<file path="config.mk">
export PLATFORM = sky130hd
export DESIGN_NAME = frf_front
export DESIGN_NICKNAME = d
export VERILOG_FILES = /design/src/design/frf_pkg.sv /design/src/design/frf_front.sv
export SDC_FILE = /design/constraint.sdc
export NUM_CORES = 1
export LEC_CHECK = 0
export BUFFER_PORTS_ARGS = -buffer_cell sky130_fd_sc_hd__buf_2
export CAP_MARGIN = 40
export CORE_UTILIZATION = 51
export CTS_BUF_LIST = sky130_fd_sc_hd__clkbuf_8
export DETAILED_ROUTE_END_ITERATION = 12
export MAX_ROUTING_LAYER = met4
export PLACE_DENSITY = 0.78
export REMOVE_ABC_BUFFERS = 1
export SLEW_MARGIN = 20
export SYNTH_ARGS = -nofsm -noshare
export SYNTH_HDL_FRONTEND = slang
export SYNTH_SLANG_ARGS = --single-unit
</file>
<file path="constraint.sdc">
create_clock -name clock -period 9.92 [get_ports clock]
set_input_delay 1.984 -clock clock [delete_from_list [all_inputs] [get_ports clock]]
set_output_delay 1.984 -clock clock [all_outputs]
set_load 0.02 [all_outputs]
</file>
<file path="src/design/frf_pkg.sv">
// Shared types and constants for the framed ring FIFO.
// No dependencies; imported by every module of the block.
package frf_pkg;

   localparam int BUFFER_BYTES = 4096;
   localparam int PTR_W = $clog2(BUFFER_BYTES);
   localparam int CNT_W = PTR_W + 1;
   localparam logic [CNT_W-1:0] HEADER_BYTES = CNT_W'(12);
   localparam int QUEUE_DEPTH = 2;

   typedef enum logic [2:0] {
      ACT_BEGIN = 3'd0,
      ACT_BYTE  = 3'd1,
      ACT_READ  = 3'd2,
      ACT_FETCH = 3'd3,
      ACT_CLEAR = 3'd4,
      ACT_NOP5  = 3'd5,
      ACT_NOP6  = 3'd6,
      ACT_NOP7  = 3'd7
   } action_type;

   typedef struct packed {
      logic [2:0]  action;
      logic [11:0] frame_len;
      logic [31:0] frame_type;
      logic [31:0] frame_stamp;
      logic [7:0]  data_byte;
      logic [11:0] max_len;
   } req_type;

   typedef struct packed {
      logic        accepted;
      logic        frame_found;
      logic [11:0] frame_size;
      logic [31:0] out_type;
      logic [31:0] out_stamp;
      logic [7:0]  out_byte;
      logic        byte_valid;
      logic        last_byte;
      logic [12:0] fill_level;
   } rsp_type;

   typedef enum logic [2:0] {
      ST_IDLE,
      ST_WRITE_HDR,
      ST_READ_HDR,
      ST_READ_WAIT,
      ST_FETCH_WAIT,
      ST_DONE
   } state_type;

endpackage

</file>
<file path="src/design/frf_front.sv">
// Front part: request queue that decouples the requester from the engine.
// Depends on frf_pkg.
module frf_front (
   input  logic             clock,
   input  logic             reset,
   input  logic             req_push,
   output logic             req_full,
   input  frf_pkg::req_type req_data,
   output logic             cmd_valid,
   input  logic             cmd_take,
   output frf_pkg::req_type cmd_data
);
   import frf_pkg::*;

   localparam int IDX_W = $clog2(QUEUE_DEPTH);

   req_type            slot_ff [QUEUE_DEPTH];
   logic [IDX_W-1:0]   head_ff, head_in, tail_ff, tail_in;
   logic [IDX_W:0]     count_ff, count_in;
   logic               push_ok, take_ok;

   assign req_full  = (count_ff == (IDX_W+1)'(QUEUE_DEPTH));
   assign cmd_valid = (count_ff != '0);
   assign cmd_data  = slot_ff[head_ff];
   assign push_ok   = req_push && !req_full;
   assign take_ok   = cmd_take && cmd_valid;

   always_comb begin
      head_in  = take_ok ? head_ff + 1'b1 : head_ff;
      tail_in  = push_ok ? tail_ff + 1'b1 : tail_ff;
      count_in = count_ff + (IDX_W+1)'(push_ok) - (IDX_W+1)'(take_ok);
   end

   always_ff @(posedge clock) begin
      if (reset) begin
         head_ff  <= '0;
         tail_ff  <= '0;
         count_ff <= '0;
      end else begin
         head_ff  <= head_in;
         tail_ff  <= tail_in;
         count_ff <= count_in;
      end
   end

   always_ff @(posedge clock) begin
      if (push_ok) begin
         slot_ff[tail_ff] <= req_data;
      end
   end

endmodule

</file>
==> reports/summary.txt <==
Overflow after GRT - 0
dpl hpwl - 8.55 mm
Synth warnings - 0
DR vias/cell - 4.95
Cell variety after synth - 22
Slew Viols, Final - 0
post-cts sizing count - 0
clk buf depth - 3
Max-Slew Margin vs Limit - 0.489
number of buffers added on ports - 203
number of buffers and inverters on the critical path - 2
Root Buffer - clkbuf_8
register area - 0.00605 mm2
critical path class - register to output port
setup bufs post-CTS - 0
post-synthesis area per instance - 22.1 um2
Initial Util - 0.527
internal power - 0.00173 W
GRT Resource Usage Total - 0.184
Layout Skew - 28.7 ps
initial antenna violation count - 0
die width - 123 um
Final setup viols - 0
Gate power share - 0.279
power density over the cells - 270 mW/mm2
cell taking the most area after synthesis - edfxtp_1
CP Capture Type - output port
Yosys top cell area share - 0.803
commonest non-fill, non-tap cell in the layout - buf_2
Peak supply drop - 0.173 mV
crit path time final - 4600 ps
fin crit share - 0.464
post-DR wirelength/cell - 17.2 um
worst hold path class - register to register
Layout area overhead - 24.3%
worst-margin pin slew - 767 ps
total wire length - 13.2 mm
maximum fanout along the worst path - 55
clock share of power - 0.259
layout cells sized above 1 - 0.598
Max Clock Freq - 217 MHz
RSZ-0062 raised after global routing - no
Vert. Die Dim - 123 um
switching power - 0.000763 W
Seq cells post-synth - 203
multi-input logic area - 0.00128 mm2
Mapped Cells - 335
commonest non-fill, non-tap cells in the layout - buf_2 (203), edfxtp_1 (198), mux2_2 (89)
Net Sw Frac - 0.307
CP Launch Type - register
reg-to-reg setup timing slack - 7350 ps
# placed instances - 710
# nets final - 671
Mapped Area - 0.00741 mm2
Seq/Total Area, Yosys - 0.816
largest cells by area after synthesis - edfxtp_1 (80%), mux2_2 (14%), mux2_4 (2.0%), dfxtp_1 (1.4%), buf_2 (0.54%)
Fin Setup TNS - 0 ps
Worst path slowest cell - dfxtp_4
clock transition at the registers of the reported paths - 60 ps
final hold violation count - 0
row count - 43
vias post-DR - 3805
delay-heaviest family, CP - buffers and inverters
first-pass GRT wire length - 19.7 mm
Core ar. - 0.0140 mm2
max-cap viol count - 0
Initial DRC Count - 170
DRC viols - 0
P_leak - 3.54 nW
ordered cell list for the critical path - buf_4, mux2_2, buf_2
post-route ant nets - 0
filler cell count - 991
htree depth - 2
outcome - complete, no violations
worst skew pair latency - 510 ps
critical path data arrival time - 2620 ps
drt pass-1 iters - 4
Inserted Clock Buffers - 34
Critical Path RT - 7940 ps
TritonCTS clock tree - done
largest net degree at the start of global routing - 56
fin cells - 768
Clock Sinks - 203
number of global-route vias before repair - 4003
crit-path max cell delay - 740 ps
GPL Wtd Cong - 0.745
total power - 0.00249 W
hold_buf cts - 0
Sequential Power Share - 0.462
DIE AREA - 0.0150 mm2
I/O pin cnt - 204
-- synth_stat cells --
master / n
nor2_1: 3
dfxtp_1: 5
or2_2: 1
nand2_1: 1
xor2_1: 1
a21oi_1: 1
o21ai_0: 1
and2_1: 1
xnor2_1: 1
nor2b_1: 1
and3_1: 1
inv_1: 4
o21a_1: 1
mux2_4: 10
buf_2: 8
edfxtp_1: 198
ha_1: 2
mux2_2: 89
buf_6: 3
nor3_1: 1
nand2b_2: 1
or3_1: 1
-- power groups by stage --
stage                     Sequential (W)  Clock, W  Combinational, W
after global routing             0.00117  0.000697          0.000746
after detailed placement         0.00117         0          0.000702
after CTS                        0.00115  0.000664          0.000705
after floorplan                  0.00118         0          0.000473
final                            0.00115  0.000644          0.000695
after global placement           0.00116         0          0.000693
-- tightest hold or removal path: stages (launching register included) --
cell     delay [ps]
dfxtp_1         320
xnor2_1          80
nor2_1           80
-- logic make-up (layout without fill, tap and decap cells) --
kind of cell,count (synthesis),after routing,synth area share
other cells,0,1,0
buf+inv,15,267,0.0120
flops,203,203,0.816
compound gates,3,3,0.00236
xor+xnor,2,2,0.00237
mux,99,99,0.156
fa+ha+maj,2,2,0.00338
simple gates,11,11,0.00811
-- path summary, 6_finish.rpt --
| path | depth (start not counted) | to | start |
|---|---|---|---|
| max reg2reg | 5 | slot_ff[0][87] | count_ff[0] |
| min reg2reg | 2 | register | head_ff |
| min | 2 | register | head_ff |
| max | 3 | cmd_data[18] | register |
-- registers in the layout, indices dropped and copies added, names as in the netlist, named ones only --
signal,cells
count_ff,2
head_ff,1
slot_ff,198
tail_ff,1
-- layer usage --
layer / part of all wire / GRT usage / vias to the layer above
li1: - / - / 1791
met1: 0.40 / 0.206 / 1837
met2: 0.51 / 0.305 / 157
met3: 0.077 / 0.0553 / 20
met4: 0.020 / 0.0785 / 0
met5: 0 / - / -
-- area by class of cell --
cell class | instances | area share
flip-flops and latches | 203 | 0.657
inverters | 4 | 0.00190
multi-input cells | 117 | 0.139
diodes | 1 | 0.000272
clock buffers | 38 | 0.0568
well taps | 180 | 0.0245
clock inverters | 19 | 0.00815
repair buffers | 206 | 0.113
-- through the flow --
stage                     instance area, um2  utilization  hold slack [ps]  setup WS (ps)
after floorplan                         7330            -              452           4800
after global placement                  8610        0.613              476           5810
after detailed placement                8610        0.613              500           5740
after CTS                               9210        0.656              516           5250
after global routing                    9210        0.656              545           5150
final                                   9210        0.656              513           5320
Power figures use the tool's default switching activity.
